[config.mk]
export PLATFORM = sky130hd
export DESIGN_NAME = spiral_order_scan
export DESIGN_NICKNAME = d
export VERILOG_FILES = /design/src/rtl/sos_pkg.sv /design/src/rtl/sos_ram.sv /design/src/rtl/sos_ctrl.sv /design/src/rtl/sos_datapath.sv /design/src/rtl/spiral_order_scan.sv
export SDC_FILE = /design/constraint.sdc
export NUM_CORES = 2
export LEC_CHECK = 0
export ABC_AREA = 1
export CELL_PAD_IN_SITES_DETAIL_PLACEMENT = 0
export CELL_PAD_IN_SITES_GLOBAL_PLACEMENT = 1
export CORE_MARGIN = 5
export CORE_UTILIZATION = 57
export CTS_BUF_LIST = sky130_fd_sc_hd__clkbuf_8
export CTS_CLUSTER_SIZE = 10
export DETAILED_ROUTE_END_ITERATION = 6
export DONT_BUFFER_PORTS = 1
export MAX_ROUTING_LAYER = met4
export PLACE_DENSITY_LB_ADDON = 0.1
export SYNTH_ARGS = -nofsm -noshare
export SYNTH_HDL_FRONTEND = slang
export SYNTH_SLANG_ARGS = --single-unit
[constraint.sdc]
create_clock -name clk -period 9 [get_ports clk]
set_input_delay 1.8 -clock clk [delete_from_list [all_inputs] [get_ports clk]]
set_output_delay 1.8 -clock clk [all_outputs]
set_load 0.005 [all_outputs]
[src/rtl/sos_pkg.sv]
package sos_pkg;

  localparam int MAX_DIM   = 8;
  localparam int DIM_W     = 4;
  localparam int DATA_W    = 32;
  localparam int DEPTH     = MAX_DIM * MAX_DIM;
  localparam int ADDR_W    = $clog2(DEPTH);
  localparam int CNT_W     = ADDR_W + 1;
  localparam int POS_W     = $clog2(MAX_DIM);
  localparam int BND_W     = POS_W + 2;
  localparam int CFG_IDX_W = 2;

  typedef enum logic [CFG_IDX_W-1:0] {
    CFG_NUM_ROWS = 2'd0,
    CFG_NUM_COLS = 2'd1
  } cfg_idx_t;

  typedef struct packed {
    logic load;
    logic scan_init;
    logic scan_step;
  } ctl_cmd_t;

  typedef struct packed {
    logic load_full;
    logic scan_last;
  } ctl_sts_t;

  function automatic logic [DIM_W-1:0] eff_dim(input logic [DIM_W-1:0] d);
    logic [DIM_W-1:0] res;
    if (d == '0) begin
      res = DIM_W'(1);
    end else if (d > DIM_W'(MAX_DIM)) begin
      res = DIM_W'(MAX_DIM);
    end else begin
      res = d;
    end
    return res;
  endfunction

endpackage

[src/rtl/sos_ram.sv]
module sos_ram #(
  parameter int WIDTH = 32,
  parameter int DEPTH = 64
) (
  input  logic                     clk,
  input  logic                     we,
  input  logic [$clog2(DEPTH)-1:0] waddr,
  input  logic [WIDTH-1:0]         wdata,
  input  logic [$clog2(DEPTH)-1:0] raddr,
  output logic [WIDTH-1:0]         rdata
);

  logic [WIDTH-1:0] mem [DEPTH];
  logic [WIDTH-1:0] rdata_r;

  always_ff @(posedge clk) begin
    if (we) begin
      mem[waddr] <= wdata;
    end
    rdata_r <= mem[raddr];
  end

  assign rdata = rdata_r;

endmodule

[src/rtl/sos_ctrl.sv]
module sos_ctrl import sos_pkg::*; (
  input  logic     clk,
  input  logic     rst_n,
  input  logic     start,
  input  ctl_sts_t sts,
  output ctl_cmd_t cmd,
  output logic     busy
);

  typedef enum logic [2:0] {
    S_IDLE  = 3'b001,
    S_SCAN  = 3'b010,
    S_DRAIN = 3'b100
  } state_t;

  state_t state_r, state_nxt;

  always_comb begin
    state_nxt = state_r;
    cmd       = '0;
    case (state_r)
      S_IDLE: begin
        if (start) begin
          cmd.load = 1'b1;
          if (sts.load_full) begin
            cmd.scan_init = 1'b1;
            state_nxt     = S_SCAN;
          end
        end
      end
      S_SCAN: begin
        cmd.scan_step = 1'b1;
        if (sts.scan_last) begin
          state_nxt = S_DRAIN;
        end
      end
      S_DRAIN: begin
        state_nxt = S_IDLE;
      end
      default: begin
        state_nxt = S_IDLE;
      end
    endcase
  end

  always_ff @(posedge clk) begin
    if (!rst_n) begin
      state_r <= S_IDLE;
    end else begin
      state_r <= state_nxt;
    end
  end

  assign busy = (state_r != S_IDLE);

endmodule

[src/rtl/sos_datapath.sv]
module sos_datapath import sos_pkg::*; (
  input  logic                    clk,
  input  logic                    rst_n,
  input  logic                    cfg_valid,
  input  logic [CFG_IDX_W-1:0]    cfg_index,
  input  logic [DIM_W-1:0]        cfg_data,
  input  logic signed [DATA_W-1:0] in_elem_value,
  input  ctl_cmd_t                cmd,
  output ctl_sts_t                sts,
  output logic                    out_valid,
  output logic signed [DATA_W-1:0] out_value,
  output logic                    out_last
);

  typedef enum logic [3:0] {
    SD_TOP    = 4'b0001,
    SD_RIGHT  = 4'b0010,
    SD_BOTTOM = 4'b0100,
    SD_LEFT   = 4'b1000
  } side_t;

  logic [DIM_W-1:0] rows_r, cols_r;
  logic [DIM_W-1:0] rows_eff, cols_eff;
  logic [CNT_W-1:0] cnt_r, cnt_inc, total;

  logic signed [BND_W-1:0] top_r, bot_r, lft_r, rgt_r, i_r;
  logic signed [BND_W-1:0] top_nxt, bot_nxt, lft_nxt, rgt_nxt, i_nxt;
  side_t side_r, side_nxt;

  logic signed [BND_W-1:0] row_sel, col_sel;
  logic [CNT_W-1:0]        idx;
  logic                    last_step;
  logic                    valid_r, last_r;
  logic [DATA_W-1:0]       rdata;

  // configuration registers
  always_ff @(posedge clk) begin
    if (!rst_n) begin
      rows_r <= DIM_W'(MAX_DIM);
      cols_r <= DIM_W'(MAX_DIM);
    end else if (cfg_valid) begin
      case (cfg_index)
        CFG_NUM_ROWS: rows_r <= cfg_data;
        CFG_NUM_COLS: cols_r <= cfg_data;
        default: ;
      endcase
    end
  end

  assign rows_eff = eff_dim(rows_r);
  assign cols_eff = eff_dim(cols_r);
  assign total    = CNT_W'(rows_eff) * CNT_W'(cols_eff);
  assign cnt_inc  = cnt_r + CNT_W'(1);
  assign sts.load_full = (cnt_inc >= total);

  always_ff @(posedge clk) begin
    if (!rst_n) begin
      cnt_r <= '0;
    end else if (cmd.load) begin
      cnt_r <= sts.load_full ? '0 : cnt_inc;
    end
  end

  // spiral walk
  always_comb begin
    row_sel = i_r;
    col_sel = i_r;
    case (side_r)
      SD_TOP:    row_sel = top_r;
      SD_RIGHT:  col_sel = rgt_r;
      SD_BOTTOM: row_sel = bot_r;
      SD_LEFT:   col_sel = lft_r;
      default: ;
    endcase
  end

  assign idx = CNT_W'(row_sel[POS_W-1:0]) * CNT_W'(cols_eff) + CNT_W'(col_sel[POS_W-1:0]);

  always_comb begin
    top_nxt   = top_r;
    bot_nxt   = bot_r;
    lft_nxt   = lft_r;
    rgt_nxt   = rgt_r;
    i_nxt     = i_r;
    side_nxt  = side_r;
    last_step = 1'b0;
    case (side_r)
      SD_TOP: begin
        if (i_r == rgt_r) begin
          top_nxt   = top_r + BND_W'(1);
          last_step = (top_r + BND_W'(1)) > bot_r;
          i_nxt     = top_r + BND_W'(1);
          side_nxt  = SD_RIGHT;
        end else begin
          i_nxt = i_r + BND_W'(1);
        end
      end
      SD_RIGHT: begin
        if (i_r == bot_r) begin
          rgt_nxt   = rgt_r - BND_W'(1);
          last_step = lft_r > (rgt_r - BND_W'(1));
          i_nxt     = rgt_r - BND_W'(1);
          side_nxt  = SD_BOTTOM;
        end else begin
          i_nxt = i_r + BND_W'(1);
        end
      end
      SD_BOTTOM: begin
        if (i_r == lft_r) begin
          bot_nxt   = bot_r - BND_W'(1);
          last_step = top_r > (bot_r - BND_W'(1));
          i_nxt     = bot_r - BND_W'(1);
          side_nxt  = SD_LEFT;
        end else begin
          i_nxt = i_r - BND_W'(1);
        end
      end
      SD_LEFT: begin
        if (i_r == top_r) begin
          lft_nxt   = lft_r + BND_W'(1);
          last_step = (lft_r + BND_W'(1)) > rgt_r;
          i_nxt     = lft_r + BND_W'(1);
          side_nxt  = SD_TOP;
        end else begin
          i_nxt = i_r - BND_W'(1);
        end
      end
      default: begin
        side_nxt = SD_TOP;
      end
    endcase
  end

  assign sts.scan_last = last_step;

  always_ff @(posedge clk) begin
    if (!rst_n) begin
      side_r <= SD_TOP;
    end else if (cmd.scan_init) begin
      side_r <= SD_TOP;
    end else if (cmd.scan_step) begin
      side_r <= side_nxt;
    end
  end

  always_ff @(posedge clk) begin
    if (cmd.scan_init) begin
      top_r <= '0;
      lft_r <= '0;
      i_r   <= '0;
      bot_r <= $signed(BND_W'(rows_eff)) - BND_W'(1);
      rgt_r <= $signed(BND_W'(cols_eff)) - BND_W'(1);
    end else if (cmd.scan_step) begin
      top_r <= top_nxt;
      bot_r <= bot_nxt;
      lft_r <= lft_nxt;
      rgt_r <= rgt_nxt;
      i_r   <= i_nxt;
    end
  end

  sos_ram #(
    .WIDTH(DATA_W),
    .DEPTH(DEPTH)
  ) u_ram (
    .clk  (clk),
    .we   (cmd.load),
    .waddr(cnt_r[ADDR_W-1:0]),
    .wdata(in_elem_value),
    .raddr(idx[ADDR_W-1:0]),
    .rdata(rdata)
  );

  // read data is registered in the memory; valid and last are registered to match
  always_ff @(posedge clk) begin
    if (!rst_n) begin
      valid_r <= 1'b0;
      last_r  <= 1'b0;
    end else begin
      valid_r <= cmd.scan_step;
      last_r  <= cmd.scan_step & last_step;
    end
  end

  assign out_valid = valid_r;
  assign out_last  = last_r;
  assign out_value = $signed(rdata);

endmodule

[src/rtl/spiral_order_scan.sv]
// channel   ports                                    transaction
// input     start, busy, in_elem_value               start & !busy
// result    out_valid, out_value, out_last           out_valid, one cycle each
// config    cfg_valid, cfg_ready, cfg_index, cfg_data cfg_valid & cfg_ready
//
// loading takes one element per cycle while busy is low; cfg_ready is always high
// the completing element starts a burst of rows*cols results, one per cycle,
// paced by the single read port of the element memory, whose read data is registered
// busy stays high through the burst and in the drain state after the last address
// rst_n is synchronous; element memory is not cleared, the counter and sizes are
// results cannot be stalled by the receiver
module spiral_order_scan import sos_pkg::*; (
  input  logic                     clk,
  input  logic                     rst_n,
  input  logic                     start,
  output logic                     busy,
  input  logic signed [DATA_W-1:0] in_elem_value,
  output logic                     out_valid,
  output logic signed [DATA_W-1:0] out_value,
  output logic                     out_last,
  input  logic                     cfg_valid,
  output logic                     cfg_ready,
  input  logic [CFG_IDX_W-1:0]     cfg_index,
  input  logic [DIM_W-1:0]         cfg_data
);

  ctl_cmd_t cmd;
  ctl_sts_t sts;

  assign cfg_ready = 1'b1;

  sos_ctrl u_ctrl (
    .clk  (clk),
    .rst_n(rst_n),
    .start(start),
    .sts  (sts),
    .cmd  (cmd),
    .busy (busy)
  );

  sos_datapath u_dp (
    .clk          (clk),
    .rst_n        (rst_n),
    .cfg_valid    (cfg_valid & cfg_ready),
    .cfg_index    (cfg_index),
    .cfg_data     (cfg_data),
    .in_elem_value(in_elem_value),
    .cmd          (cmd),
    .sts          (sts),
    .out_valid    (out_valid),
    .out_value    (out_value),
    .out_last     (out_last)
  );

endmodule

# [Yosys cells after proc, flatten, opt, wreduce, memory -nomap -nowiden]
# Memories as Yosys holds them, arrays and structs flattened. A register that Yosys moved wholly into a read port is not among the register bits.
# Cells that the tools add are included.
[totals] out_inout_bits=36 inputBits=42 elab_cells=112 ff_bits=49 ram_bits=2048 n_memories=1
[memory_table] memory="u_dp.u_ram.mem" words=64 word_bits=32 rd=1 rd_clocked_by_memory_dff=1 write_ports=1 line_no="sos_ram.sv:13" rtl="logic [WIDTH-1:0] mem [DEPTH];"
[op_classes] magnitude_cmp=7 n_bitwise=2 n_mul=2 add_sub_neg=10 reduce_logical=19 eq_ne=19 mux=40
[ops] cell="two-way mux 5 bit" n=12
[ops] cell="two-way mux 4 bit" n=8
[ops] cell="== test 5 bit" n=4
[ops] cell="> comparator 5 bit" n=4
[ops] cell="one-hot mux 5 bit (4 select lines)" n=1
[ops] cell="one-hot mux 3 bit (2 select lines)" n=3
[ops] cell="one-hot mux 4 bit (4 select lines)" n=1
[ops] cell="adder 5 x 2 -> 5 bit, second input constant" n=3
[ops] cell="AND reduction 3 bit" n=5
[ops] cell="subtractor 5 x 2 -> 5 bit, second input constant" n=3
[ops] cell="inequality test 2 x 1 -> 1 bit, second input constant" n=6
[ops] cell="nonzero test 2 bit" n=5
[ops] cell="subtractor 4 x 1 -> 5 bit, second input constant" n=2
[ops] cell="two-way mux 3 bit" n=3
[ops] cell="> comparator 4 bit, second input constant" n=2
[ops] cell="zero test 4 bit" n=2
[ops] cell="two-way mux 1 bit" n=8
[ops] cell="adder 7 x 1 -> 7 bit, second input constant" n=1
[ops] cell=">= comparator 7 bit" n=1
[ops] cell="multiplier 4 x 4 -> 7 bit" n=1
[ops] cell="two-way mux 7 bit" n=1
[ops] cell="adder 6 x 3 -> 6 bit" n=1
[ops] cell="multiplier 3 x 4 -> 6 bit" n=1
[ops] cell="AND reduction 2 bit" n=3
[ops] cell="17 further kinds" n=18

# [Depth between registers and ports, before layout]
[logic_depth] word_depth=10 ltp_mapped=23 mapped_depth_nobuf=22

# [Cells and area by module]
# Synthesis repeated with hierarchy kept, for this count alone.
[unflattened] hier_cells=7455 hier_area_um2=87561.5
[by_module_without_submodules] mod="sos_ram" instances=1 cells_each=6769 area_each_um2=82738.1 seq_area_each_um2=62139.6
[by_module_without_submodules] mod="sos_datapath" instances=1 cells_each=660 area_each_um2=4652.0 seq_area_each_um2=1021.0
[by_module_without_submodules] mod="sos_ctrl" instances=1 cells_each=24 area_each_um2=160.2 seq_area_each_um2=60.1
[by_module_without_submodules] mod="spiral_order_scan" instances=1 cells_each=2 area_each_um2=11.3 seq_area_each_um2=0.0

# [Worst setup path after synthesis]
# Ideal clock, no wire load.
[synth_path] path_type="flip-flop to flip-flop" from="register u_dp.rows_r[0]" to="register u_dp.bot_r[0], enable pin" setup_slack_ns=4.760 synth_period_minus_slack_ns=4.240 setup_time_ns=0.316 t_required_ns=8.684 arrival_time_ns=3.924 n_path_buf=1 stages_incl_launch_ff=18 path_cell_list="dfxtp_1 -> nor3_1 -> o21ai_1 -> nor2_1 -> fa_1 -> fa_1 -> inv_1 -> fa_1 -> o21ai_0 -> a21oi_1 -> xor2_1 -> ha_1 -> a21oi_1 -> o21a_1 -> nand3_1 -> nand3_1 -> clkbuf_1 -> o21ai_0"
[synth_between] elab_chain_len=10 word_cells_on_any_way=13 classes_between="mul: 1; order compare: 2; mux: 5; reduce/logical: 5"
[synth_rtl] element="start: declaration" line_no="sos_datapath.sv:22" rtl="logic [DIM_W-1:0] rows_r, cols_r;"
[synth_rtl] element="start signal: assignment" line_no="sos_datapath.sv:39" rtl="rows_r <= DIM_W'(MAX_DIM);"
[synth_rtl] element="start signal: assignment" line_no="sos_datapath.sv:43" rtl="CFG_NUM_ROWS: rows_r <= cfg_data;"
[synth_rtl] element="> comparator 4 bit" line_no="sos_pkg.sv:33" rtl="end else if (d > DIM_W'(MAX_DIM)) begin"
[synth_rtl] element="two-way mux 4 bit" line_no="sos_pkg.sv:33"
[synth_rtl] element="two-way mux 4 bit *" line_no="sos_pkg.sv:31" rtl="if (d == '0) begin"
[synth_rtl] element="multiplier 4 x 4 -> 7 bit *" line_no="sos_datapath.sv:52" rtl="assign total = CNT_W'(rows_eff) * CNT_W'(cols_eff);"
[synth_rtl] element=">= comparator 7 bit *" line_no="sos_datapath.sv:54" rtl="assign sts.load_full = (cnt_inc >= total);"
[synth_rtl] element="two-way mux 1 bit *" line_no="sos_ctrl.sv:25" rtl="if (sts.load_full) begin"
[synth_rtl] element="two-way mux 2 bit *" line_no="sos_ctrl.sv:23" rtl="if (start) begin"
[synth_rtl] element="two-way mux 2 bit *" line_no="sos_ctrl.sv:21" rtl="case (state_r)"
[synth_rtl] element="nonzero test 2 bit (no source line)"
[synth_rtl] element="AND reduction 3 bit (no source line) *"
[synth_rtl] element="end signal: assignment" line_no="sos_datapath.sv:151" rtl="bot_r <= $signed(BND_W'(rows_eff)) - BND_W'(1);"
[synth_rtl] element="end signal: assignment" line_no="sos_datapath.sv:155" rtl="bot_r <= bot_nxt;"
[synth_rtl] element="end: declaration" line_no="sos_datapath.sv:26" rtl="logic signed [BND_W-1:0] top_r, bot_r, lft_r, rgt_r, i_r;"
# Every way passes the cells marked *; elsewhere a longest branch is shown, timed or not.
# A chain may end at the register's enable or synchronous reset.

# [Final worst setup path]
[layout_path] from="register u_dp.side_r[0]" to="register u_dp.u_ram.rdata_r[0] (netlist: u_dp.u_ram.rdata[0]), read port of u_dp.u_ram.mem"
[layout_between] elab_chain_len=4 word_cells_on_any_way=8 classes_between="add/sub: 1; mul: 1; eq/ne: 4; mux: 2"
[layout_rtl] element="start: declaration" line_no="sos_datapath.sv:28" rtl="side_t side_r, side_nxt;"
[layout_rtl] element="start signal: assignment" line_no="sos_datapath.sv:142" rtl="side_r <= side_nxt;"
[layout_rtl] element="== test 4 x 3 -> 1 bit / == test 4 x 1 -> 1 bit (equally long branches)" line_no="sos_datapath.sv:68" rtl="case (side_r)"
[layout_rtl] element="one-hot mux 3 bit (2 select lines)" line_no="sos_datapath.sv:68"
[layout_rtl] element="multiplier 3 x 4 -> 6 bit" line_no="sos_datapath.sv:77" rtl="assign idx = CNT_W'(row_sel[POS_W-1:0]) * CNT_W'(cols_eff) + CNT_W'(col_sel[POS_W-1:0]);"
[layout_rtl] element="adder 6 x 3 -> 6 bit *" line_no="sos_datapath.sv:77"
[layout_rtl] element="end: declaration" line_no="sos_ram.sv:14" rtl="logic [WIDTH-1:0] rdata_r;"
# Marked as above.

==> summary.md <==
| Metric | Value |
|---|---|
| Syn avg cell area | 12.8 µm² |
| P&R area growth vs syn | 9.53% |
| Clk buf depth | 4 |
| Cell count after synthesis | 6718 |
| Primary FF master, synth | edfxtp_1 |
| Yosys top cell area share | 71.8% |
| Switching Share | 25.1% |
| Clock sink count | 2129 |
| Yosys warning total | 0 |
| Initial core utilization | 57.4% |
| Tcrit/Tclk final | 64.3% |
| RSZ-0062 raised after global routing | no |
| Sequential cell area | 0.0632 mm² |
| Setup Crit Path Kind | flip-flop to flip-flop |
| Syn Nets | 6824 |
| DR WL/cell | 27.2 µm |
| Sequential Power Share | 53.9% |
| Post-synth top cells | edfxtp_1, nor2_1, o21ai_0 |
| Fin Setup TNS | 0 ps |
| Post-route ant nets | 0 |
| Count leader, synth | edfxtp_1 |
| Slew headroom | 21.1% |
| Post-CTS resize count | 0 |
| Post-DP HPWL | 125000 µm |
| Iter 0 DRT Violations | 6176 |
| Hold Vio Cnt, Final | 0 |
| Worst Tran Pin Value | 1180 ps |
| Via count | 55900 |
| Initial antenna violation count | 4 |
| Switch Pwr | 5.20 mW |
| Cell Count, Final, Fillers Out | 8986 |
| Sequential-to-total area share from yosys stat | 73.4% |
| GRT overflow | 0 |
| Worst vdd ir | 140 µV |
| Status | complete, no violations |
| Total Power | 20.8 mW |
| Via density per instance | 6.23 |
| Vias in the first global route | 53500 |
| Rows | 142 |
| Number of synthesized flops with an enable pin | 2058 |
| Clk pwr share | 37.5% |
| Clock Skews | 78.5 ps |
| Synth top area cells | edfxtp_1, nor2_1, o21ai_0 |
| Total global-route track usage | 31.5% |
| DRC errors left | 0 |
| Max Cap Violations | 0 |
| Clk root buf | clkbuf_8 |
| Pin count of the biggest net entering global routing | 245 |
| Crit path launch type | flip-flop |
| CTS HTree Levels | 5 |
| Die Ht | 399 µm |
| Mapped cell area | 0.0861 mm² |
| Worst-Skew Late Latency | 1020 ps |
| Fraction of registers with async set/reset | 0% |
| GP Congestion | 0.874 |
| Filler cells | 11500 |
| First-pass GRT wire length | 357000 µm |
| Die area | 0.159 mm² |
| Total Wirelength | 244000 µm |
| Min-Delay Path Class | flip-flop to flip-flop |
| DIE WIDTH | 399 µm |
| Crit path DAT | 6740 ps |
| Yosys top cell by area | edfxtp_1 |
| R2r setup slk | 3210 ps |
| Clock-pin transition on the worst setup and hold timing paths | 60 ps |
| Leakage | 31.2 nW |
| Fin nets | 6820 |
| Dpl cells | 8373 |
| TritonCTS clock tree | built |
| Logic pwr share | 8.6% |
| Final Max Slew Viols | 0 |
| DRT Pass-1 Iters | 6 |
| IO Pins | 78 |
| Footprint of the multi-input gates | 0.0207 mm² |
| Hold buffers post-CTS | 0 |
| Max Clock Freq | 173 MHz |
| Core Area | 0.150 mm² |
| Worst-path fanout max | 35 |
| IO Port Bufs | 0 |
| Yosys reg bits | 2129 |
| Worst Setup End Kind | flip-flop |
| # Post-CTS Setup Buffers | 0 |
| Min Tclk post-route | 5790 ps |
| Internal | 15.6 mW |
| Pwr Density | 220 mW/mm² |
| Inserted Clock Buffers | 355 |
| Final setup viols | 0 |
| Layout cells sized above 1 | 8.81% |
| Number of library cell types mapped by synthesis | 43 |
| Worst Path Required | 9950 ps |
==> metrics by stage <==
step	util [%]	hold WS (ps)	instance area (µm²)	worst slack [ps]
final	62.9	474	94300	3210
after global routing	62.9	504	94300	2990
after CTS	62.9	478	94300	3290
after detailed placement	58.6	469	87900	3270
after global placement	58.6	467	87900	3270
after floorplan	-	445	86100	4760
==> path summary, 6_finish.rpt <==
| check | depth (start not counted) | end | startpoint |
|---|---|---|---|
| setup reg to reg | 22 | u_dp.u_ram.rdata[0] | u_dp.side_r[0] |
| hold / removal | 2 | u_dp.cols_r[0] | u_dp.cols_r[0] |
| hold reg to reg | 2 | u_dp.cols_r[0] | u_dp.cols_r[0] |
| setup / recovery | 22 | u_dp.u_ram.rdata[0] | u_dp.side_r[0] |
==> power by group through the flow <==
| stage | Combinational, mW | Sequential [mW] | Clock (mW) |
|---|---|---|---|
| after CTS | 1.79 | 11.2 | 7.90 |
| after detailed placement | 1.78 | 11.4 | 0 |
| after global routing | 1.95 | 11.2 | 8.41 |
| after floorplan | 1.18 | 11.2 | 0 |
| final | 1.79 | 11.2 | 7.79 |
| after global placement | 1.76 | 11.4 | 0 |
==> area by class of cell <==
type                            instances  area share (%)
Clock buffer                          385            5.62
Tap cell                             2016            2.68
Clock inverter                        224            1.12
Inverter                              124           0.526
Antenna cell                            4          0.0106
Multi-Input combinational cell       4003            22.0
Sequential cell                      2129            67.1
Timing Repair Buffer                  101            1.00
==> registers in the layout, summed over array words and instances, names as in the netlist <==
name,cells
u_ctrl.state_r,3
u_dp.bot_r,5
u_dp.cnt_r,7
u_dp.cols_r,4
u_dp.i_r,5
u_dp.lft_r,5
u_dp.out_last,1
u_dp.out_valid,1
u_dp.rgt_r,5
u_dp.rows_r,4
u_dp.side_r,4
u_dp.top_r,5
u_dp.u_ram.mem,2048
u_dp.u_ram.rdata,32
==> cell families after synthesis <==
group | count (synthesis) | share of synthesized area (%)
other | 1 | 0.00436
AO/OA/AOI/OAI | 1885 | 12.8
AND/OR/NAND/NOR | 2016 | 9.31
adder cells (fa/ha/maj) | 64 | 1.00
flip-flops | 2129 | 73.4
XOR/XNOR | 37 | 0.376
buffers and inverters | 586 | 3.09
==> critical path, cell delays in order (launching register included) <==
cell      delay, ps
dfxtp_1         370
inv_1            80
nand2_1          60
inv_1            60
nand2_2         100
inv_1           210
nor2_4          190
a21oi_1         120
inv_1           110
nand2_1          80
fa_1            540
inv_1            50
fa_1            360
ha_1            370
a21oi_1         170
nand2_1         140
xor2_4          140
buf_4           390
clkinv_2        710
buf_4           640
nand3_1         370
nand3_1         280
nand2_1         140
==> cells in the final DEF (no fill, tap or decap), drive strengths merged, types with 101 or more instances in the layout <==
master,instances
clkbuf,385
nor2,1518
inv,253
nand2,214
o211ai,524
o21ai,1146
o22ai,163
nand3,245
buf,101
edfxtp,2058
==> per-layer routing <==
metal | vias up | part of all wire (%) | track usage [%]
met5 | - | 0 | -
met4 | 0 | 3.3 | 10.0
met3 | 435 | 8.7 | 5.45
met2 | 2603 | 47 | 48.2
met1 | 28000 | 41 | 43.7
li1 | 24900 | - | -
(Power assumes the default switching activity.)
